--- src/sv/cfr_pkg.sv ---
`timescale 1ns / 1ps
// ----------------------------------------------------------------------------
// cfr_pkg
// Types and constants shared by the complex fourth root block.
// ----------------------------------------------------------------------------
package cfr_pkg;

   localparam int VALUE_BITS    = 32;
   localparam int PART_BITS     = 32;
   localparam int TOL_BITS      = 16;
   localparam int RAD_BITS      = 64;
   localparam int ROOT_BITS     = RAD_BITS / 2;
   localparam int REM_BITS      = ROOT_BITS + 2;
   localparam int CELL_COUNT    = ROOT_BITS;
   localparam int ROOT_FRAC     = 24;
   localparam int SIN_BITS      = 24;
   localparam logic [SIN_BITS-1:0] HALF_ROOT2 = 24'd11863283;
   localparam logic [1:0] LAST_INDEX = 2'd3;

   typedef struct packed {
      logic signed [VALUE_BITS-1:0] value;
      logic                         final_value;
   } req_type;

   typedef struct packed {
      logic [1:0]                  root_index;
      logic signed [PART_BITS-1:0] real_part;
      logic signed [PART_BITS-1:0] imag_part;
      logic                        last_root;
      logic                        block_end;
   } rsp_type;

   typedef struct packed {
      logic pos;
      logic zero;
      logic fin;
   } side_type;

   typedef struct packed {
      logic [RAD_BITS-1:0]  rad;
      logic [REM_BITS-1:0]  rem;
      logic [ROOT_BITS-1:0] root;
      side_type             side;
   } cell_type;

endpackage

--- src/sv/cfr_cell.sv ---
`timescale 1ns / 1ps
// ----------------------------------------------------------------------------
// cfr_cell
// One square root cell: retires one root bit per request and hands on.
// ----------------------------------------------------------------------------
module cfr_cell (
   input  logic              clock,
   input  logic              reset,
   input  logic              advance,
   input  logic              in_valid,
   input  cfr_pkg::cell_type in_data,
   output logic              out_valid,
   output cfr_pkg::cell_type out_data
);

   logic              valid_ff;
   cfr_pkg::cell_type data_ff;
   cfr_pkg::cell_type data_in;
   logic [cfr_pkg::REM_BITS+1:0] rem_wide;
   logic [cfr_pkg::REM_BITS+1:0] trial;
   logic [cfr_pkg::REM_BITS+1:0] diff;
   logic                         ge;

   always_comb begin
      rem_wide = {in_data.rem, in_data.rad[cfr_pkg::RAD_BITS-1 -: 2]};
      trial    = {2'b00, in_data.root, 2'b01};
      ge       = rem_wide >= trial;
      diff     = ge ? (rem_wide - trial) : rem_wide;
      data_in.rad  = {in_data.rad[cfr_pkg::RAD_BITS-3:0], 2'b00};
      data_in.rem  = diff[cfr_pkg::REM_BITS-1:0];
      data_in.root = {in_data.root[cfr_pkg::ROOT_BITS-2:0], ge};
      data_in.side = in_data.side;
   end

   always_ff @(posedge clock) begin
      if (reset) begin
         valid_ff <= 1'b0;
      end else if (advance) begin
         valid_ff <= in_valid;
      end
   end

   always_ff @(posedge clock) begin
      if (advance) begin
         data_ff <= data_in;
      end
   end

   assign out_valid = valid_ff;
   assign out_data  = data_ff;

endmodule

--- config.mk ---
export PLATFORM = sky130hd
export DESIGN_NAME = cfr_cell
export DESIGN_NICKNAME = d
export VERILOG_FILES = /design/src/sv/cfr_pkg.sv /design/src/sv/cfr_cell.sv
export SDC_FILE = /design/constraint.sdc
export NUM_CORES = 1
export LEC_CHECK = 0
export ABC_AREA = 1
export ABC_CLOCK_PERIOD_IN_PS = 2400
export CORE_MARGIN = 10
export CORE_UTILIZATION = 45
export CTS_CLUSTER_SIZE = 30
export DETAILED_ROUTE_END_ITERATION = 7
export DONT_BUFFER_PORTS = 1
export PLACE_DENSITY = 0.65
export SKIP_LAST_GASP = 1
export SLEW_MARGIN = 25
export SYNTH_ARGS = -nofsm -noshare
export SYNTH_HDL_FRONTEND = slang
export SYNTH_SLANG_ARGS = --single-unit
--- constraint.sdc ---
create_clock -name clock -period 2.4 [get_ports clock]
set_clock_uncertainty 0.2 [all_clocks]
set_input_delay 0.36 -clock clock [delete_from_list [all_inputs] [get_ports clock]]
set_output_delay 0.36 -clock clock [all_outputs]
set_load 0.005 [all_outputs]
Word-level counts from Yosys, hierarchy flattened
Cells that the tools add are included.

cells by class
  multiplexer cells = 1
  $lt $le $gt $ge = 1
  $add $sub $neg = 1

operator list
  operator          number
  $ge A36 B34 Y1    1
  $mux W34          1
  $sub A34 B34 Y34  1

storage, ports and cells
  register bits = 132
  word-level logic and storage cells = 10
  output and inout port bits = 134
  input bits = 137

Logic depth before layout (Yosys ltp)
  depth in word-level cells = 2
  depth in mapped cells = 16
  gate-level depth less buffers = 15

Least setup slack after synthesis
OpenSTA, ideal clock, no wires.

  kind = in2reg
  start = input in_data[19] (netlist name)
  end = register data_ff (netlist bit out_data[60]) (data pin)
  data arrival time = 1,740 ps
  setup slack = 207 ps
  stages = 15
  required time = 1,947 ps
  buffers on the path = 1
  library setup time = 253 ps
  cell sequence = inv_1 -> ha_1 -> nand2_1 -> inv_1 -> nand2_1 -> nand2_1 -> inv_1 -> nand2_1 -> a21oi_2 -> nand2_1 -> nand2_2 -> nand2_8 -> buf_4 -> nand3_1 -> nand2_1

between the ends
  longest elaborated chain between the ends = 2
  elaborated cells between the ends (all ways) = 3

ends and longest elaborated chain
  element                                                    RTL line                        RTL
  from (decl)                                                cfr_cell.sv:11                  input cfr_pkg::cell_type in_data,
  $sub A34 B34 Y34 / $ge A36 B34 Y1 (equally long branches)  cfr_cell.sv:28, cfr_cell.sv:27
  $mux W34 *                                                 cfr_cell.sv:28                  diff = ge ? (rem_wide - trial) : rem_wide;
  named net diff (one bit)                                   cfr_cell.sv:21                  logic [cfr_pkg::REM_BITS+1:0] diff;
  to (signal assigned)                                       cfr_cell.sv:45                  data_ff <= data_in;
  to (decl)                                                  cfr_cell.sv:17                  cfr_pkg::cell_type data_ff;

Mark *: on every way through the listed nets, which the timed path passes. The rest lies on a longest branch.
A chain may end at the register's enable or synchronous reset.

Final worst setup path
  start = input in_data[12] (netlist name)
  end = register data_ff (netlist bit out_data[63]) (data pin)

Same word-level chain as after synthesis.

==> run_results.csv <==
group,metric,value,unit
drt,detail_route.drc_violations,0,
power_and_ir_drop,leakagePower,4.41,nW
finish,design.final.nets,1145,
timing,clock.fmax,0.502,GHz
clocking,clkSinkCount,132,
drt,firstDrtPassIters,5,
yosys,synth-seq-cells,132,
global_route,wire_length_of_the_first_global_routing_pass,34900,um
worst_hold_path,hp-class,"in -> reg",
floorplanning,floorplan.die.height,145,um
finish,area_overhead_of_the_layout_relative_to_synthesis,35.0,%
power_and_ir_drop,power.switching_fraction,0.277,
timing,layout_setup_ws,0.409,ns
finish,final_core_util,0.623,
timing,setup_total_negative_slack,0,ns
timing,report.final.slew_viol_count,0,
global_route,global_route.overflow_total,0,
yosys,area_contributors_post_synth,"sky130_fd_sc_hd__edfxtp_1, sky130_fd_sc_hd__nand2_1, sky130_fd_sc_hd__inv_1",
drt,detailed_route_iter0_violations,307,
power_and_ir_drop,p_int,4.78,mW
yosys,sequential_area_share_after_synthesis,0.561,
power_and_ir_drop,finalPower,6.61,mW
run_status,status,"finished, violations left",
worst_setup_path,critical_path_peak_fanout,33,
finish,final_layout_size_suffix_gt1_frac,0.0993,
drt,detail_route.vias_per_cell,4.79,
floorplanning,row_count,45,
power_and_ir_drop,power_density_over_the_cells,695,nW/um2
finish,post_layout_nonfiller_instances,1198,
floorplanning,die_area,21100,um2
global_route,antenna_found_initial,0,
power_and_ir_drop,irDropWorstVdd,0.458,mV
placement,place_hpwl,16400,um
worst_setup_path,worstPathRequired,2.37,ns
timing,rsz0062_at_grt,"no",
finish,final_cell_mix,"sky130_fd_sc_hd__nand2_1, sky130_fd_sc_hd__inv_1, sky130_fd_sc_hd__dlygate4sd3_1, sky130_fd_sc_hd__edfxtp_1, sky130_fd_sc_hd__nor2_1",
worst_setup_path,worstSetupStartpointType,"input port",
worst_hold_path,hold-path-endpoint,"out_data[66]$_DFFE_PP_",
drt,route.vias.total,5733,
yosys,netlist_area,7040,um2
power_and_ir_drop,share_comb_of_total_power,0.161,
clocking,post_cts_hold_buffer_count,131,
clocking,insertion_delay,0.42,ns
power_and_ir_drop,part_of_the_total_power_dissipated_in_the_clock_network,0.388,
power_and_ir_drop,pwr-share-seq,0.450,
worst_setup_path,rr_startpoint,"out_valid$_SDFFE_PP0P_",
placement,globalplace.congestion,0.901,
global_route,vias_in_the_first_global_route,5810,
floorplanning,floorplan.core_area,15300,um2
placement,placed_cells_incl_taps,1035,
clocking,root_buffer,"sky130_fd_sc_hd__clkbuf_16",
timing,final-hold-violation-count,24,
global_route,grt_use_total,0.215,
run_status,violations,"hold timing",
worst_setup_path,crit_path_end_kind,"register",
worst_setup_path,max_stage_delay,0.34,ns
timing,post-route-period-util,0.830,
yosys,yosys.area.top_type_share,0.559,
yosys,number_of_distinct_library_cells_after_synthesis,27,
drt,routed_wire_length_per_instance,19.3,um
timing,number_of_setup_violations_in_the_final_report,0,
worst_setup_path,crit_chain,"inv_1 -> ha_1 -> nand2_1 -> nor2_2 -> nand3_1 -> nor2_1 -> nand2_1 -> a21oi_2 -> nor2_2 -> nand2_8 -> inv_4 -> nand2_1 -> nand2_1",
worst_setup_path,worst-r2r-setup-slack,1.01,ns
worst_setup_path,r2r_depth,3,
worst_setup_path,most_numerous_cell_on_the_critical_path,"sky130_fd_sc_hd__nand2_1",
worst_setup_path,crit_arrival,1.96,ns
yosys,synthesis.area_per_instance,9.02,um2
worst_hold_path,holdPathStages,0,
placement,place_ws,-0.0817,ns
clocking,htree_depth,4,
finish,most_common_cell_after_layout_fill_and_taps_aside,"sky130_fd_sc_hd__nand2_1",
job,drv.max_cap_violation_count,0,
clocking,numCtsBuffers,17,
floorplanning,die_w,145,um
placement,dpl_cell_area,7630,um2
clocking,max-clock-path-buffers,2,
clocking,postCtsResizedCells,0,
worst_setup_path,timing.setup.critical_path_class,"in -> reg",
timing,finalWorstPathRequiredPeriod,1.99,ns
timing,fin_hold_ws,-0.140,ns
yosys,yosys_warnings,0,
worst_setup_path,destination_of_the_worst_register_to_register_timing_path,"out_valid$_SDFFE_PP0P_",
floorplanning,start_util,0.462,
clocking,worst_setup_hold_path_clk_slew,0.06,ns
yosys,synth_top_cell_by_area,"sky130_fd_sc_hd__edfxtp_1",
worst_hold_path,hold_path_startpoint,"advance",
clocking,tritoncts,"built",
floorplanning,io_pins,271,
drt,route.antenna.remaining_nets,0,
global_route,largest_net_degree_at_the_start_of_global_routing,133,
worst_setup_path,critPathSlowestCell,"sky130_fd_sc_hd__ha_1",
finish,insertedDiodeCount,0,
finish,postLayoutCellArea,9510,um2
drt,routed_wl,23200,um
clocking,number_of_buffers_inserted_to_repair_setup_after_cts,0,
yosys,synthesized_netlist_cell_count,781,
power_and_ir_drop,total_switching_power,1.83,mW
placement,placement.io_buffers,0,
## sequential cells by signal (all words and copies together) (netlist names)
signal and flops:
out_data 131, out_valid 1
## layout make-up
class / instances / area (um2)
multi-input combinational: 502 / 2490
timing repair buffer: 181 / 1700
fill: 1300 / 5750
clock buffer: 18 / 429
clock inverter: 14 / 143
inverter: 140 / 528
tap: 211 / 264
sequential: 132 / 3950
## worst max path at each step
stage / startpoint / endpoint / slack, ns
3_5_place_dp: in_data[24] / out_data[51]$_DFFE_PP_ / -0.08
6_report: in_data[12] / out_data[63]$_DFFE_PP_ / 0.41
2_1_floorplan: in_data[19] / out_data[60]$_DFFE_PP_ / 0.21
4_1_cts: in_data[24] / out_data[60]$_DFFE_PP_ / 0.36
3_3_place_gp: in_data[30] / out_data[53]$_DFFE_PP_ / -0.02
5_1_grt: in_data[20] / out_data[51]$_DFFE_PP_ / 0.19
## power by group through the flow
stage / sequential [mW] / combinational (mW) / clock [mW]
2_1_floorplan: 2.95 / 0.596 / 0
3_5_place_dp: 3.03 / 0.881 / 0
4_1_cts: 2.98 / 1.06 / 2.60
5_1_grt: 3.00 / 1.20 / 2.72
3_3_place_gp: 3.03 / 0.872 / 0
6_report: 2.98 / 1.07 / 2.57
## cells by family (layout without fill, tap and decap cells)
kind of cell             Yosys count  after routing  synth area share
multiplexers                       1              1           0.00142
buffers and inverters            148            353            0.0851
other                              1              2          0.000532
AO/OA/AOI/OAI                     42             42            0.0323
adder cells (fa/ha/maj)           34             34            0.0604
XOR/XNOR                          18             18            0.0224
flip-flops                       132            132             0.561
AND/OR/NAND/NOR                  405            405             0.236
## per-layer routing
layer,vias up,share of wire,track usage
li1,2876,-,-
met1,2592,0.40,0.248
met5,-,0,0
met4,0,0.015,0.0617
met3,22,0.080,0.0677
met2,243,0.50,0.375
## worst max-delay path: cells and delay by family
family	cells	cell delay, ns
AOI/OAI and AO/OA	1	0.13
adders and majority gates	1	0.34
buffers and inverters	2	0.17
and+or+nand+nor	9	0.94
## cells in the mapped netlist (all sizes together)
| cell | n |
|---|---|
| a21oi | 26 |
| and2 | 2 |
| buf | 8 |
| conb | 1 |
| dfxtp | 1 |
| edfxtp | 131 |
| ha | 34 |
| inv | 140 |
| mux2i | 1 |
| nand2 | 289 |
| nand3 | 40 |
| nand3b | 4 |
| nand4 | 6 |
| nor2 | 60 |
| nor3 | 3 |
| nor4 | 1 |
| o21ai | 12 |
| o21bai | 4 |
| xnor2 | 3 |
| xor2 | 15 |
Power figures use the tool's default switching activity.
