**src/sv/cfr_pkg.sv**
```systemverilog
`timescale 1ns / 1ps
// ----------------------------------------------------------------------------
// cfr_pkg
// Types and constants shared by the complex fourth root block.
// ----------------------------------------------------------------------------
package cfr_pkg;

   localparam int VALUE_BITS    = 32;
   localparam int PART_BITS     = 32;
   localparam int TOL_BITS      = 16;
   localparam int RAD_BITS      = 64;
   localparam int ROOT_BITS     = RAD_BITS / 2;
   localparam int REM_BITS      = ROOT_BITS + 2;
   localparam int CELL_COUNT    = ROOT_BITS;
   localparam int ROOT_FRAC     = 24;
   localparam int SIN_BITS      = 24;
   localparam logic [SIN_BITS-1:0] HALF_ROOT2 = 24'd11863283;
   localparam logic [1:0] LAST_INDEX = 2'd3;

   typedef struct packed {
      logic signed [VALUE_BITS-1:0] value;
      logic                         final_value;
   } req_type;

   typedef struct packed {
      logic [1:0]                  root_index;
      logic signed [PART_BITS-1:0] real_part;
      logic signed [PART_BITS-1:0] imag_part;
      logic                        last_root;
      logic                        block_end;
   } rsp_type;

   typedef struct packed {
      logic pos;
      logic zero;
      logic fin;
   } side_type;

   typedef struct packed {
      logic [RAD_BITS-1:0]  rad;
      logic [REM_BITS-1:0]  rem;
      logic [ROOT_BITS-1:0] root;
      side_type             side;
   } cell_type;

endpackage

```
**src/sv/cfr_emit.sv**
```systemverilog
`timescale 1ns / 1ps
// ----------------------------------------------------------------------------
// cfr_emit
// Scale the root and send the four roots of one request in turn.
// ----------------------------------------------------------------------------
module cfr_emit (
   input  logic                            clock,
   input  logic                            reset,
   input  logic                            load,
   input  logic [cfr_pkg::ROOT_BITS-1:0]   root,
   input  cfr_pkg::side_type               side,
   output logic                            free,
   output logic                            rsp_valid,
   input  logic                            rsp_ready,
   output cfr_pkg::rsp_type                rsp_payload
);

   logic                           valid_ff, valid_in;
   logic [1:0]                     idx_ff, idx_in;
   logic [cfr_pkg::PART_BITS-1:0]  mag_ff;
   logic                           pos_ff;
   logic                           fin_ff;
   logic [cfr_pkg::ROOT_BITS+cfr_pkg::SIN_BITS-1:0] prod;
   logic [cfr_pkg::PART_BITS-1:0]  scaled;
   logic [cfr_pkg::PART_BITS-1:0]  mag_neg;
   logic                           done;

   assign prod   = root * cfr_pkg::HALF_ROOT2;
   assign scaled = prod[cfr_pkg::ROOT_FRAC +: cfr_pkg::PART_BITS];
   assign done   = valid_ff && rsp_ready && (idx_ff == cfr_pkg::LAST_INDEX);
   assign free   = !valid_ff || done;

   always_comb begin
      valid_in = valid_ff;
      idx_in   = idx_ff;
      if (valid_ff && rsp_ready) begin
         idx_in = idx_ff + 2'd1;
         if (idx_ff == cfr_pkg::LAST_INDEX) begin
            valid_in = 1'b0;
         end
      end
      if (load) begin
         valid_in = 1'b1;
         idx_in   = 2'd0;
      end
   end

   always_ff @(posedge clock) begin
      if (reset) begin
         valid_ff <= 1'b0;
         idx_ff   <= 2'd0;
      end else begin
         valid_ff <= valid_in;
         idx_ff   <= idx_in;
      end
   end

   always_ff @(posedge clock) begin
      if (load) begin
         pos_ff <= side.pos;
         fin_ff <= side.fin;
         if (side.zero) begin
            mag_ff <= '0;
         end else if (side.pos) begin
            mag_ff <= root;
         end else begin
            mag_ff <= scaled;
         end
      end
   end

   assign mag_neg = '0 - mag_ff;

   always_comb begin
      rsp_payload.root_index = idx_ff;
      rsp_payload.last_root  = idx_ff == cfr_pkg::LAST_INDEX;
      rsp_payload.block_end  = (idx_ff == cfr_pkg::LAST_INDEX) && fin_ff;
      rsp_payload.real_part  = '0;
      rsp_payload.imag_part  = '0;
      if (pos_ff) begin
         case (idx_ff)
            2'd0:    rsp_payload.real_part = mag_ff;
            2'd1:    rsp_payload.imag_part = mag_ff;
            2'd2:    rsp_payload.real_part = mag_neg;
            default: rsp_payload.imag_part = mag_neg;
         endcase
      end else begin
         case (idx_ff)
            2'd0: begin
               rsp_payload.real_part = mag_ff;
               rsp_payload.imag_part = mag_ff;
            end
            2'd1: begin
               rsp_payload.real_part = mag_neg;
               rsp_payload.imag_part = mag_ff;
            end
            2'd2: begin
               rsp_payload.real_part = mag_neg;
               rsp_payload.imag_part = mag_neg;
            end
            default: begin
               rsp_payload.real_part = mag_ff;
               rsp_payload.imag_part = mag_neg;
            end
         endcase
      end
   end

   assign rsp_valid = valid_ff;

endmodule

```
**config.mk**
```make
export PLATFORM = sky130hd
export DESIGN_NAME = cfr_emit
export DESIGN_NICKNAME = d
export VERILOG_FILES = /design/src/sv/cfr_pkg.sv /design/src/sv/cfr_emit.sv
export SDC_FILE = /design/constraint.sdc
export NUM_CORES = 1
export LEC_CHECK = 0
export ABC_AREA = 1
export BUFFER_PORTS_ARGS = -buffer_cell sky130_fd_sc_hd__buf_2
export CAP_MARGIN = 15
export CORE_AREA = 5 5 152 299
export DETAILED_ROUTE_END_ITERATION = 12
export DIE_AREA = 0 0 157 304
export REMOVE_ABC_BUFFERS = 1
export SETUP_SLACK_MARGIN = 0.15
export SYNTH_ARGS = -nofsm -noshare
export SYNTH_HDL_FRONTEND = slang
export SYNTH_SLANG_ARGS = --single-unit
```
**constraint.sdc**
```tcl
create_clock -name clock -period 11.4 [get_ports clock]
set_input_delay 2.85 -clock clock [delete_from_list [all_inputs] [get_ports clock]]
set_output_delay 2.85 -clock clock [all_outputs]
set_load 0.03 [all_outputs]
```
### Word level (Yosys, flattened, before mapping)

Index checks and enable logic that the tools add are counted.

* add/sub/neg operators: 2
* $mul: 1
* equal/unequal tests: 3
* multiplexer cells: 8
* reductions and logical operators: 11

Operator list (count)
* 64-bit case mux with 3 select lines: 1
* 32-bit case mux with 2 select lines: 2
* 64-bit 2-to-1 mux: 1
* 32-bit by 24-bit multiplier with 56-bit output (second input constant): 1
* 32-bit 2-to-1 mux: 1
* 1-bit by 32-bit subtractor with 32-bit output (first input constant): 1
* 2-bit == test (second input constant): 2
* 2-bit nonzero test: 2
* 2-bit OR reduction: 2
* 1-bit logical AND: 3
* 1-bit 2-to-1 mux: 3
* 2-bit by 1-bit adder with 2-bit output (second input constant): 1
* 2-bit by 1-bit == test with 1-bit output (second input constant): 1
* 2-bit logical NOT: 1
* 2-bit AND reduction: 1
* 1-bit logical NOT: 1
* 1-bit logical OR: 1

* register bits: 37
* input bits: 39
* output and inout bits: 70
* logic and storage cells: 30

### Depth between registers and ports, before layout

* depth after elaboration: 4
* mapped depth: 28
* mapped depth without buffers: 28

### Worst setup path before layout

OpenSTA, ideal clock, no wires.

* path kind: input port to flip-flop
* start point: in root[27] (netlist name)
* end point: reg mag_ff[28] (netlist name), data pin
* library setup time: 0.249 ns
* data arrival time: 7.499 ns
* data required time: 11.151 ns
* path slack: 3.651 ns
* stages on the path: 23
* cells stage by stage: ha_1 > fa_1 > inv_1 > fa_1 > inv_1 > fa_1 > inv_1 > fa_1 > fa_1 > inv_1 > fa_1 > ha_1 > nand2_1 > nor2_1 > inv_1 > nor2_1 > nand2_1 > nor2_1 > nand2_1 > nand3_1 > nand3_1 > nand2_1 > inv_1

* cells in the longest elaborated chain, start to end: 2

Ends and longest elaborated chain
* start, declared: RTL line cfr_emit.sv:10 `input logic [cfr_pkg::ROOT_BITS-1:0] root,`
* 32-bit by 24-bit multiplier with 56-bit output: RTL line cfr_emit.sv:28 `assign prod = root * cfr_pkg::HALF_ROOT2;`
* 32-bit 2-to-1 mux: RTL line cfr_emit.sv:64 `end else if (side.pos) begin`
* end signal, assigned: RTL line cfr_emit.sv:65 `mag_ff <= root;`
* end signal, assigned: RTL line cfr_emit.sv:67 `mag_ff <= scaled;`
* end, declared: RTL line cfr_emit.sv:20 `logic [cfr_pkg::PART_BITS-1:0] mag_ff;`

Every way passes these cells.
A chain may end at the register's enable or synchronous reset.

### Worst setup path after layout

* start point: in root[30] (netlist name)
* end point: reg mag_ff[26] (netlist name), data pin

Same word-level chain as after synthesis.

==> results_dict.tcl <==
set metrics [dict create \
    status "completed" \
    drc 0 \
    cts_root_buf "clkbuf_16" \
    antenna_left 0 \
    synth_seq_cells 37 \
    critPathLaunchType "primary input" \
    crit_chain "buf_2 -> inv_1 -> ha_1 -> fa_1 -> fa_1 -> fa_1 -> fa_1 -> fa_1 -> inv_1 -> fa_1 -> ha_1 -> nand2_1 -> nor2_1 -> inv_1 -> o21bai_1 -> inv_1 -> nand2_1 -> nand2_1 -> nand4_1 -> nand3_1 -> nand2_1 -> inv_1" \
    pre_cts_ws_ns 2.578 \
    post-route-util 0.4733 \
    ctsHoldBuffers 0 \
    fin_ws_ns 2.896 \
    cp_num_buf_inv 6 \
    synth_edf_count 34 \
    place.gp.congestion 1.028 \
    finalHoldViolCount 0 \
    layout.nets 3337 \
    portBuffers 108 \
    yosysSeqAreaShare 0.05709 \
    synthXorXnorAreaFrac 0.02121 \
    die_h_um 304 \
    start_util 0.4434 \
    clockBufferDepth 2 \
    cap_violations 0 \
    layout-drive-gt1-share 0.06427 \
    coreArea_mm2 0.04271 \
    synth_ff_type "edfxtp_1" \
    die_area_mm2 0.04773 \
    multi_input_area_mm2 0.01499 \
    drtIter0Drc 950 \
    track_usage 0.2669 \
    critPathMostFrequentCell "fa_1" \
    period_minus_slack_ns 8.504 \
    drv_slew 0 \
    viasPerCell 5.141 \
    syn_inst 2634 \
    overflow 0 \
    synth-compound-area-share 0.05636 \
    n_antenna_cell 0 \
    rows 107 \
    place_inst 3260 \
    dp_hpwl_mm 55.05 \
    final_cells 3268 \
    cts_made_buffers 5 \
    finalCritPeriodShare 0.7459 \
    wl_mm 62.76 \
    hold_class "reg -> reg" \
    yosys.area_share.adder 0.4845 \
    synth_mux_area_frac 0 \
    wire_per_inst_um 19.20 \
    ys_types 46 \
    setup_tns_ns 0 \
    syn_to_final_growth_pct 6.753 \
    tightest_slew_ns 0.9444 \
    clock.fmax_ghz 0.1176 \
    grt_pass1_wl_mm 98.46 \
    synth_async_sr_flop_share 0 \
    crit_family "adder cells" \
    critPathSlowestCell "fa_1" \
    cts_setup_buffers 0 \
    yosysWarnings 0 \
    cts_sinks 37 \
    critical_path_class "in -> reg" \
    cts_tree "built" \
    vias 16802 \
    grt_max_degree 56 \
    slowest_delay_ns 0.59 \
    end_kind "register" \
    path_clk_slew_ns 0.06 \
    die_w_um 157 \
    fill_cells 4415 \
    first_pass_iters 6 \
    clock_latency_ns 0.29 \
    final_cell_mix "inv_1 (717), nand2_1 (599), ha_1 (314)" \
    synth_top_family_by_area "adder cells" \
    fin_skew_ns 0.0001776 \
    grt_pass1_vias 18089 \
    rsz0062_at_grt "false" \
    cp.arrival_ns 8.55 \
    regArea_mm2 0.001081 \
    post_cts_resize_count 0 \
    path_max_fanout 8 \
    required_ns 11.45 \
    ioPinCount 109 \
    syn_avg_cell_area_um2 7.189 \
    h-tree-depth 2 \
    slew_headroom 0.3704 \
    final_common_cell "inv_1" \
    antenna_found_initial 0 \
    synthSimpleGateAreaFrac 0.2297 \
    mappedNetlistArea_mm2 0.01894 \
    setup_viol 0 \
]
==> per-layer routing <==
metal	global-route usage	vias to the layer above	part of all wire	routed length, µm
met5	0	-	0	0
met4	0.1283	0	0.062	3892
met3	0.01494	170	0.035	2221
met2	0.5350	504	0.56	35400
met1	0.2696	8018	0.34	21240
li1	-	8110	-	-
==> area by class of cell <==
type / count / share of cell area
clock buffers: 6 / 0.006375
clock inverters: 2 / 0.0004952
inverters: 726 / 0.1348
multi-input cells: 1837 / 0.7418
flip-flops and latches: 37 / 0.05348
well taps: 545 / 0.03373
repair buffers: 115 / 0.02934
==> tightest hold or removal path, delay by kind of cell (launching register included) <==
kind            cells  cell delay, ns
compound gates      2            0.16
flops               1            0.32
==> path summary, 6_finish.rpt <==
| kind | from | to | slack, ns | cells past startpoint |
|---|---|---|---|---|
| max reg2reg | idx_ff[0] | rsp_valid | 9.60 | 5 |
| max | root[30] | mag_ff[26] | 2.90 | 22 |
| min | rsp_valid | rsp_valid | 0.52 | 2 |
| min reg2reg | rsp_valid | rsp_valid | 0.52 | 2 |
==> flip-flops by register name (all words and copies together), names as in the netlist <==
register	count
pos_ff	1
fin_ff	1
mag_ff	32
idx_ff	2
rsp_valid	1
==> through the flow <==
step / area [µm²] / hold slack (ns)
after global placement: 20080 / 0.5027
after detailed placement: 20080 / 0.5130
after CTS: 20210 / 0.5209
after floorplan: 18800 / 0.6576
after global routing: 20210 / 0.5417
final: 20210 / 0.5159
==> Yosys cell counts, types with 6 or more instances <==
cell type,number,area share
nand2_2,7,0.0023
inv_2,9,0.0018
o21ai_0,38,0.010
nand2_1,599,0.12
edfxtp_1,34,0.054
o21ai_1,12,0.0032
fa_1,262,0.28
nand4_1,19,0.0063
ha_1,314,0.21
a21o_1,10,0.0040
nor3_1,22,0.0058
clkbuf_1,21,0.0042
xor2_1,37,0.017
o22ai_1,6,0.0020
a21oi_1,69,0.018
nand3_1,141,0.037
inv_1,717,0.14
buf_2,8,0.0021
o21bai_1,12,0.0048
xnor2_1,7,0.0032
nor2_1,213,0.042
nor2_2,11,0.0036
o211ai_1,14,0.0056
==> cell families (layout without fill, tap and decap cells) <==
group,after synthesis,count (layout)
flops,37,37
compound gates,181,181
simple gates,1035,1035
fa+ha+maj,576,576
xor+xnor,45,45
buf+inv,760,849
Power is left out: the tool's default activity adds up to more than one toggle a clock period on the data nets, which glitch-free logic cannot reach.
